`config.mk`:
```
export PLATFORM = sky130hd
export DESIGN_NAME = band_pixel_reorder
export DESIGN_NICKNAME = d
export VERILOG_FILES = /design/src/rtl/core/bpr_pkg.sv /design/src/rtl/core/bpr_front.sv /design/src/rtl/core/bpr_queue.sv /design/src/rtl/core/bpr_back.sv /design/src/rtl/core/band_pixel_reorder.sv
export SDC_FILE = /design/constraint.sdc
export NUM_CORES = 2
export LEC_CHECK = 0
export ABC_AREA = 1
export BUFFER_PORTS_ARGS = -buffer_cell sky130_fd_sc_hd__buf_2
export CAP_MARGIN = 20
export CORE_MARGIN = 1.5
export CORE_UTILIZATION = 51
export DETAILED_ROUTE_END_ITERATION = 8
export PLACE_DENSITY = 0.62
export SKIP_CTS_REPAIR_TIMING = 1
export SYNTH_ARGS = -nofsm -noshare
export SYNTH_HDL_FRONTEND = slang
export SYNTH_HIERARCHICAL = 1
export SYNTH_SLANG_ARGS = --single-unit
```
`constraint.sdc`:
```
create_clock -name clk -period 7.4 [get_ports clk]
set_input_delay 0.74 -clock clk [delete_from_list [all_inputs] [get_ports clk]]
set_output_delay 0.74 -clock clk [all_outputs]
set_load 0.02 [all_outputs]
```
`src/rtl/core/bpr_pkg.sv`:
```
// Shared types, constants and helpers for the band pixel reorder block.
// Used by bpr_front, bpr_queue, bpr_back and band_pixel_reorder.
`default_nettype none

package bpr_pkg;

	// Frame geometry
	localparam int ROW_BYTES  = 32;
	localparam int BANDS      = 16;
	localparam int BAND_ROWS  = 12;
	localparam int STORE_ROWS = BAND_ROWS - 1;
	localparam int COL_W      = (ROW_BYTES > 1) ? $clog2(ROW_BYTES) : 1;
	localparam int BAND_W     = (BANDS > 1) ? $clog2(BANDS) : 1;
	localparam int ROW_W      = $clog2(BAND_ROWS);

	// Unpacker step counts
	localparam logic [1:0] LAST_LINE  = 2'd3;
	localparam logic [1:0] LAST_GROUP = 2'd2;
	localparam logic [1:0] GROUP_LO   = 2'd0;
	localparam logic [1:0] GROUP_MID  = 2'd1;

	// One column of a band: twelve row bytes and the end-of-frame mark
	typedef struct packed {
		logic [BAND_ROWS-1:0][7:0] rows;
		logic                      frame_end;
	} job_t;

	// Pick the 2-bit pixel pair at bits (7-2*line, 6-2*line)
	function automatic logic [1:0] pair_at(input logic [7:0] b, input logic [1:0] line);
		logic [1:0] p;
		case (line)
			2'd0:    p = b[7:6];
			2'd1:    p = b[5:4];
			2'd2:    p = b[3:2];
			default: p = b[1:0];
		endcase
		return p;
	endfunction

endpackage

`default_nettype wire

```
`src/rtl/core/bpr_front.sv`:
```
// Front end: frame counters, band store, and column job assembly.
// Depends on bpr_pkg; feeds bpr_queue.
`default_nettype none

module bpr_front
	import bpr_pkg::*;
(
	input  wire logic       clk,
	input  wire logic       arst_n,
	input  wire logic       push,
	output logic            full,
	input  wire logic [7:0] pixel_byte,
	output logic            job_push,
	output job_t            job,
	input  wire logic       q_full
);

	logic [COL_W-1:0]  col_q;
	logic [ROW_W-1:0]  row_q;
	logic [BAND_W-1:0] band_q;
	logic              valid_s1;
	logic [STORE_ROWS-1:0][7:0] rd_s1;
	logic [7:0]        byte_s1;
	logic              frame_end_s1;
	logic [STORE_ROWS-1:0][7:0] store_q [ROW_BYTES];

	logic accept;
	logic last_row;
	logic last_col;
	logic last_band;

	assign full      = valid_s1 && q_full;
	assign accept    = push && !full;
	assign last_row  = (row_q == ROW_W'(BAND_ROWS - 1));
	assign last_col  = (col_q == COL_W'(ROW_BYTES - 1));
	assign last_band = (band_q == BAND_W'(BANDS - 1));

	// Advance column, row and band counters on each accepted beat
	always_ff @(posedge clk or negedge arst_n) begin
		if (!arst_n) begin
			col_q  <= '0;
			row_q  <= '0;
			band_q <= '0;
		end else if (accept) begin
			if (last_col) begin
				col_q <= '0;
				if (last_row) begin
					row_q  <= '0;
					band_q <= last_band ? '0 : band_q + 1'b1;
				end else begin
					row_q <= row_q + 1'b1;
				end
			end else begin
				col_q <= col_q + 1'b1;
			end
		end
	end

	// Store rows 0..10; read the whole column when row 11 arrives
	always_ff @(posedge clk) begin
		if (accept) begin
			if (!last_row) begin
				store_q[col_q][row_q] <= pixel_byte;
			end else begin
				rd_s1        <= store_q[col_q];
				byte_s1      <= pixel_byte;
				frame_end_s1 <= last_col && last_band;
			end
		end
	end

	// Hold the job until the queue takes it
	always_ff @(posedge clk or negedge arst_n) begin
		if (!arst_n) begin
			valid_s1 <= 1'b0;
		end else if (accept) begin
			valid_s1 <= last_row;
		end else if (!q_full) begin
			valid_s1 <= 1'b0;
		end
	end

	assign job_push      = valid_s1 && !q_full;
	assign job.rows      = {byte_s1, rd_s1};
	assign job.frame_end = frame_end_s1;

endmodule

`default_nettype wire

```
`src/rtl/core/bpr_queue.sv`:
```
// Two-entry job queue between the front end and the unpacker.
// Depends on bpr_pkg for job_t.
`default_nettype none

module bpr_queue
	import bpr_pkg::*;
(
	input  wire logic clk,
	input  wire logic arst_n,
	input  wire logic in_push,
	input  job_t      in_job,
	output logic      q_full,
	output logic      q_valid,
	output job_t      out_job,
	input  wire logic out_pop
);

	job_t       slot_q [2];
	logic       wr_ptr_q;
	logic       rd_ptr_q;
	logic [1:0] count_q;

	assign q_full  = (count_q == 2'd2);
	assign q_valid = (count_q != 2'd0);
	assign out_job = slot_q[rd_ptr_q];

	// Write the incoming job
	always_ff @(posedge clk) begin
		if (in_push) begin
			slot_q[wr_ptr_q] <= in_job;
		end
	end

	// Track pointers and fill level
	always_ff @(posedge clk or negedge arst_n) begin
		if (!arst_n) begin
			wr_ptr_q <= 1'b0;
			rd_ptr_q <= 1'b0;
			count_q  <= 2'd0;
		end else begin
			if (in_push) begin
				wr_ptr_q <= !wr_ptr_q;
			end
			if (out_pop) begin
				rd_ptr_q <= !rd_ptr_q;
			end
			case ({in_push, out_pop})
				2'b10:   count_q <= count_q + 2'd1;
				2'b01:   count_q <= count_q - 2'd1;
				default: count_q <= count_q;
			endcase
		end
	end

endmodule

`default_nettype wire

```
`src/rtl/core/bpr_back.sv`:
```
// Unpacker: turns one column job into twelve panel bytes, one per cycle while popped.
// Depends on bpr_pkg; takes jobs from bpr_queue.
`default_nettype none

module bpr_back
	import bpr_pkg::*;
(
	input  wire logic       clk,
	input  wire logic       arst_n,
	input  wire logic       q_valid,
	input  job_t            q_job,
	output logic            q_pop,
	output logic            empty,
	input  wire logic       pop,
	output logic [7:0]      panel_byte,
	output logic            last_of_column,
	output logic            last_of_frame
);

	job_t       job_q;
	logic       busy_q;
	logic [1:0] line_q;
	logic [1:0] grp_q;
	logic       out_valid_q;
	logic [7:0] byte_q;
	logic       loc_q;
	logic       lof_q;

	logic       advance;
	logic       last_step;
	logic [7:0] packed_byte;
	logic [3:0][7:0] quad;

	assign advance   = busy_q && (!out_valid_q || pop);
	assign last_step = (line_q == LAST_LINE) && (grp_q == LAST_GROUP);
	assign q_pop     = q_valid && (!busy_q || (advance && last_step));

	// Select the four rows of the current group
	always_comb begin
		case (grp_q)
			GROUP_LO:  quad = job_q.rows[3:0];
			GROUP_MID: quad = job_q.rows[7:4];
			default:   quad = job_q.rows[11:8];
		endcase
		packed_byte = {pair_at(quad[0], line_q), pair_at(quad[1], line_q),
			pair_at(quad[2], line_q), pair_at(quad[3], line_q)};
	end

	// Load a new job and step through groups and lines
	always_ff @(posedge clk or negedge arst_n) begin
		if (!arst_n) begin
			busy_q <= 1'b0;
			line_q <= '0;
			grp_q  <= '0;
		end else begin
			if (q_pop) begin
				busy_q <= 1'b1;
				line_q <= '0;
				grp_q  <= '0;
			end else if (advance) begin
				if (last_step) begin
					busy_q <= 1'b0;
				end else if (grp_q == LAST_GROUP) begin
					grp_q  <= '0;
					line_q <= line_q + 2'd1;
				end else begin
					grp_q <= grp_q + 2'd1;
				end
			end
		end
	end

	always_ff @(posedge clk) begin
		if (q_pop) begin
			job_q <= q_job;
		end
	end

	// Output register: hold until popped
	always_ff @(posedge clk or negedge arst_n) begin
		if (!arst_n) begin
			out_valid_q <= 1'b0;
		end else if (advance) begin
			out_valid_q <= 1'b1;
		end else if (pop) begin
			out_valid_q <= 1'b0;
		end
	end

	always_ff @(posedge clk) begin
		if (advance) begin
			byte_q <= packed_byte;
			loc_q  <= last_step;
			lof_q  <= last_step && job_q.frame_end;
		end
	end

	assign empty          = !out_valid_q;
	assign panel_byte     = byte_q;
	assign last_of_column = loc_q;
	assign last_of_frame  = lof_q;

endmodule

`default_nettype wire

```
`src/rtl/core/band_pixel_reorder.sv`:
```
// Top level of the band pixel reorder block: front end, job queue, unpacker.
// Depends on bpr_pkg, bpr_front, bpr_queue and bpr_back.
//
// Takes a row-major 1-bit-per-pixel frame one byte per beat (ROW_BYTES bytes
// per row, 12 rows per band, BANDS bands per frame) and emits it in panel
// write order. Bytes of rows 0..10 go into a band store (ROW_BYTES entries
// of 11 bytes, one byte lane written per beat) and are taken one per cycle
// while full is low. The row 11 byte of a column reads that column's 11 stored
// bytes in one access and forms a job. The unpacker then emits 12 panel bytes
// for it, one per cycle while the output is popped, so during row 11 the
// input can go no faster than the unpacker takes jobs. Only about three jobs
// of one band drain while rows 0..10 of the next band come in. With no
// stalls on either side, neither side therefore averages one byte per cycle
// over a band of 384 input bytes. A two-job queue between store and unpacker
// lets input continue for a few jobs while the output is stalled. The first
// result of a column passes the front-end register, a queue slot, the job
// register and the output register. The store needs no clearing after reset.
`default_nettype none

module band_pixel_reorder
	import bpr_pkg::*;
(
	input  wire logic       clk,
	input  wire logic       arst_n,
	input  wire logic       push,
	output logic            full,
	input  wire logic [7:0] pixel_byte,
	output logic            empty,
	input  wire logic       pop,
	output logic [7:0]      panel_byte,
	output logic            last_of_column,
	output logic            last_of_frame
);

	logic job_push;
	job_t front_job;
	logic q_full;
	logic q_valid;
	job_t q_job;
	logic q_pop;

	bpr_front u_front (
		.clk        (clk),
		.arst_n     (arst_n),
		.push       (push),
		.full       (full),
		.pixel_byte (pixel_byte),
		.job_push   (job_push),
		.job        (front_job),
		.q_full     (q_full)
	);

	bpr_queue u_queue (
		.clk     (clk),
		.arst_n  (arst_n),
		.in_push (job_push),
		.in_job  (front_job),
		.q_full  (q_full),
		.q_valid (q_valid),
		.out_job (q_job),
		.out_pop (q_pop)
	);

	bpr_back u_back (
		.clk            (clk),
		.arst_n         (arst_n),
		.q_valid        (q_valid),
		.q_job          (q_job),
		.q_pop          (q_pop),
		.empty          (empty),
		.pop            (pop),
		.panel_byte     (panel_byte),
		.last_of_column (last_of_column),
		.last_of_frame  (last_of_frame)
	);

	// End of frame only on the last byte of a column
	a_frame_on_column: assert property (@(posedge clk) disable iff (!arst_n)
		(!empty && last_of_frame) |-> last_of_column)
		else $error("last_of_frame without last_of_column");

	// Never write a job into a full queue
	a_no_overflow: assert property (@(posedge clk) disable iff (!arst_n)
		job_push |-> !q_full)
		else $error("job queue overflow");

	// Never take a job from an empty queue
	a_no_underflow: assert property (@(posedge clk) disable iff (!arst_n)
		q_pop |-> q_valid)
		else $error("job queue underflow");

	// Input stalls only while a finished job waits on a full queue
	a_full_cause: assert property (@(posedge clk) disable iff (!arst_n)
		full |-> q_full)
		else $error("input stalled without a full queue");

endmodule

`default_nettype wire
```
# After elaboration in Yosys (flattened, before gate mapping)
# Memory sizes are Yosys's and may differ from the RTL's. A register that Yosys moved wholly into a read port is not among the register bits.
# Cells that the tools add are included.
# totals
reg_bits	43
elab_cells	103
mem_bits_rw	3010
memories	2
latch_bits	0
rom_bits	0
# op_classes
muxes	31
n_eq_ne	13
n_div	0
n_addsub	7
shift	0
n_lt_le_gt_ge	2
multipliers	0
n_bitwise	0
reduce_logical	32
# memory_table
name	words	word_bits	read_ports	rd_ports_with_merged_regs	write_ports	line	text
u_front.store_q	32	88	1	1	1	bpr_front.sv:25	logic [STORE_ROWS-1:0][7:0] store_q [ROW_BYTES];
u_queue.slot_q	2	97	1	1	1	bpr_queue.sv:18	job_t slot_q [2];
# op_table
cell	count
88-bit two-way mux	1
32-bit one-hot mux with 2 select lines	1
8-bit demux with 4-bit select	1
2-bit one-hot mux with 3 select lines	4
2-bit two-way mux	8
2-bit nonzero test	6
1-bit two-way mux	11
2-bit equality test (second input constant)	5
1-bit logical AND	10
4-bit by 1-bit adder with 4-bit output (second input constant)	2
4-bit equality test (second input constant)	2
4-bit two-way mux	2
8-bit two-way mux	1
2-bit AND reduction	4
2-bit by 1-bit adder with 2-bit output (second input constant)	3
2-bit by 1-bit equality test with 1-bit output (second input constant)	3
1-bit logical NOT	6
3-bit AND reduction	2
5-bit by 1-bit adder with 5-bit output (second input constant)	1
5-bit equality test (second input constant)	1
4-bit by 5-bit less-than comparator with 1-bit output (second input constant)	1
5-bit two-way mux	1
4-bit by 1-bit greater-or-equal comparator with 1-bit output (second input constant)	1
2-bit logical NOT	2
other kinds (4)	6

# Logic depth before layout (Yosys ltp)
# logic_depth
ltp_word	8
depth_mapped	12
mapped_depth_nobuf	12

# By module
# The synthesis kept the hierarchy.
# by_module_without_submodules
mod	n_inst	cells_each	area_each_um2
bpr_front	1	13010	128160.4
bpr_queue	1	530	7390.8
bpr_back	1	357	4480.5

# Least setup slack after synthesis
# No wires, ideal clock.
# synth_path
path_kind	input to register
start	input port push
end	register u_front.byte_s1[0], enable pin
path_buffers	1
path_slack_ns	1.723
cell_stages	3
t_required_ns	6.846
setup_time_ns	0.554
arrival_ns	5.123
cell_sequence	nand2_1 -> clkbuf_1 -> nor2_1
# synth_between
elab_chain_cells	2
# synth_rtl
element	line	text
from (decl)	band_pixel_reorder.sv:25	input wire logic push,
1-bit logical AND	bpr_front.sv:33	assign accept = push && !full;
2-bit AND reduction (no line)	--	
to (signal assigned)	bpr_front.sv:66	byte_s1 <= pixel_byte;
to (decl)	bpr_front.sv:23	logic [7:0] byte_s1;
# No other way between the ends.
# A chain may end at the register's enable or synchronous reset.

# Worst setup path after layout
# layout_path
start	register u_front.col_q[1]
end	memory u_front/store_q[15][45] in the netlist's numbering, enable pin
# layout_lines
element	line	text
from (decl)	bpr_front.sv:18	logic [COL_W-1:0] col_q;
from (signal assigned)	bpr_front.sv:54	col_q <= col_q + 1'b1;
to (decl)	bpr_front.sv:25	
# No word-level cell before the write port.

==> impl_metrics.env <==
export IMPL_status="completed"
export IMPL_grt_pass1_vias=89870
export IMPL_max_freq_mhz=227.5
export IMPL_cts_root_buf="clkbuf_16"
export IMPL_fin_crit_sh=0.5940
export IMPL_row_count=192
export IMPL_ys_warn_count=6
export IMPL_async_reset_ff_frac=0.007412
export IMPL_ir_drop_v=0.0003673
export IMPL_synth_edff_count=3214
export IMPL_wl_mm=371.0
export IMPL_overflow=0
export IMPL_drt_drc_violations_left=0
export IMPL_slew_headroom=0.1775
export IMPL_reg2reg_slack_ns=3.00
export IMPL_dr_pass1_iters=8
export IMPL_nets=13740
export IMPL_switching_power_mw=17.81
export IMPL_rr_worst_depth=6
export IMPL_synth_seq_cells=3238
export IMPL_yosys_top_cells_count="nand2_1 (5108), edfxtp_1 (3214), inv_1 (2765)"
export IMPL_seq_area_frac_synth=0.6935
export IMPL_rsz0062_at_grt="no"
export IMPL_setup_viol=0
export IMPL_clockBufferDepth=4
export IMPL_met3_usage=0.04648
export IMPL_stdcell_area_um2=153500
export IMPL_cp_arrival_ns=4.88
export IMPL_design_die_area_um2=277700
export IMPL_synth_cells=13900
export IMPL_grt_use_met2=0.4186
export IMPL_final_hold_violation_count=0
export IMPL_grt_util_met1=0.3722
export IMPL_crit_fanout=60
export IMPL_synth_top_area_cell="edfxtp_1"
export IMPL_grt_use_total=0.2646
export IMPL_die_w_um=527.0
export IMPL_insertion_delay_ns=0.88
export IMPL_final_cells=17560
export IMPL_seq_power_share=0.410
export IMPL_hpwl_mm=215.3
export IMPL_tns_ns=0
export IMPL_avgSynthCellArea_um2=10.08
export IMPL_cts_buffers=336
export IMPL_p_comb_frac=0.271
export IMPL_gp_congestion=0.8874
export IMPL_hold_ws_ns=0.2374
export IMPL_cts_htree_levels=5
export IMPL_core_area_um2=273400
export IMPL_vias=92100
export IMPL_max_cap_violations=0
export IMPL_die_y_um=527.0
export IMPL_grt_pass1_wl_mm=552.8
export IMPL_cp_start_kind="register"
export IMPL_yosys_top_cells_area="edfxtp_1 (69%), nand2_1 (14%), inv_1 (7.4%), nand3_1 (5.0%), buf_2 (1.5%)"
export IMPL_whs_endpoint="u_front/col_q[2]"
export IMPL_crit_path_end_kind="register"
export IMPL_yosysMostFrequentCell="nand2_1"
export IMPL_synth_top_area_frac=0.6892
export IMPL_drive_above_1_share=0.04748
export IMPL_finClkSkew_ns=0.06098
export IMPL_worstHoldPathCells=3
export IMPL_syn_num_nets=13930
export IMPL_start_util=0.5122
export IMPL_worstHoldStart="push"
export IMPL_clkTransAtPathRegs_ns=0.06
export IMPL_drv_slew=0
export IMPL_leakage_nw=67.13
export IMPL_grt_max_degree=242
export IMPL_dp_slack_ns=3.061
export IMPL_finalCriticalPeriod_ns=4.396
export IMPL_portBuffers=23
export IMPL_postPlaceCellArea_um2=142800
export IMPL_crit_required_ns=7.88
export IMPL_dp_cells=16960
export IMPL_ant_nets=0
export IMPL_vias_per_cell=5.246
export IMPL_clkSinkCount=3238
export IMPL_critPathKind="register to register"
export IMPL_tightest_slew_ns=1.234
export IMPL_pwr_share_clk=0.319
export IMPL_cts_tree="done"
export IMPL_ys_types=27
export IMPL_antenna_found_initial=18
export IMPL_intPower_mw=33.65
export IMPL_hp_class="primary input to register"
export IMPL_wire_per_inst_um=21.13
export IMPL_ios=24
export IMPL_timing_rr_end="u_front/store_q[15][45]"
export IMPL_swShare=0.3460
export IMPL_timing_rr_start="u_front/col_q[1]"
export IMPL_syn_cell_area_um2=140000
export IMPL_drt_iter0_markers=10850
export IMPL_postLayoutSetupSlackWorst_ns=3.004
export IMPL_synth_ff_type="edfxtp_1"
export IMPL_grt_busiest_layer="met2"
export IMPL_area_delta_synth_final_pct=9.584
export IMPL_p_per_area_nw_per_um2=335.3
[flip-flops by register name (all words and copies together), names as in the netlist, 2 cells and up]
register / flops
u_back/line_q: 2
u_front/store_q: 2816
u_back/panel_byte: 8
u_front/job: 88
u_back/job_q: 97
u_front/band_q: 4
u_back/grp_q: 2
u_queue/slot_q: 194
u_front/col_q: 5
u_front/row_q: 4
u_queue/count_q: 2
u_front/byte_s1: 8
[power groups by stage]
stage	combinational (mW)	sequential, mW	clock [mW]
floorplan	8.56	21.4	0
global placement	13.5	21.5	0
detailed placement	13.6	21.5	0
CTS	13.6	21.1	16.7
global route	15.1	21.1	17.4
finish	13.9	21.1	16.4
[how the worst max path moves through the flow]
stage,from,endpoint,slack (ns),cells past startpoint
CTS,u_front/col_q[1],u_front/store_q[15][41],3.06,6
global placement,u_front/col_q[1],u_front/store_q[15][47],3.15,6
detailed placement,u_front/col_q[4],u_front/store_q[9][65],3.06,6
global route,u_front/col_q[1],u_front/store_q[15][50],2.82,6
finish,u_front/col_q[1],u_front/store_q[15][45],3.00,6
floorplan,push,u_front/byte_s1[0],1.72,3
[metrics by stage]
step	total power, mW	util
finish	51.45	0.5613
global route	53.61	0.5613
CTS	51.41	0.5609
detailed placement	35.06	0.5223
global placement	34.99	0.5222
floorplan	29.94	-
[worst max-delay path, cell delays in order, from the launching register on]
cell	delay, ns
dfrtp_4	0.84
buf_4	0.68
ha_1	0.62
nand2_1	0.13
nor2_1	0.20
nand2_2	0.66
nor2_1	0.82
[cell families after synthesis]
| logic type | Yosys count | share of synthesized area |
|---|---|---|
| fa+ha+maj | 16 | 0.001430 |
| flops | 3238 | 0.6935 |
| simple gates | 7076 | 0.2025 |
| buf+inv | 3430 | 0.09751 |
| compound gates | 132 | 0.004745 |
| xor+xnor | 5 | 0.0003127 |
[cell usage in the layout, fill, tap and decap left out, types with 21 or more instances in the layout]
| master | count |
|---|---|
| nand2_1 | 5086 |
| edfxtp_1 | 3214 |
| bufinv_16 | 30 |
| buf_4 | 79 |
| clkinv_1 | 63 |
| dfrtp_1 | 21 |
| nand2_2 | 22 |
| o21ai_0 | 104 |
| nand3_1 | 1382 |
| a21oi_1 | 24 |
| clkinv_2 | 68 |
| buf_12 | 26 |
| clkbuf_1 | 56 |
| clkbuf_16 | 345 |
| inv_1 | 2764 |
| nor2_1 | 558 |
[layout make-up]
type,instances,area (µm²)
Fill cell,23490,119900
Clock buffer,401,8843
Multi-Input combinational cell,7229,29430
Timing Repair Buffer,134,1408
Antenna cell,4,10.01
Inverter,2772,10430
Clock inverter,189,1717
Tap cell,3589,4491
Sequential cell,3238,97120
[layer usage]
metal / routed length [µm] / up-vias
li1: - / 43150
met1: 155600 / 44620
met2: 169400 / 3728
met3: 33250 / 598
met4: 12670 / 2
met5: 8 / -
No activity file was read; power rests on OpenSTA's default activity.
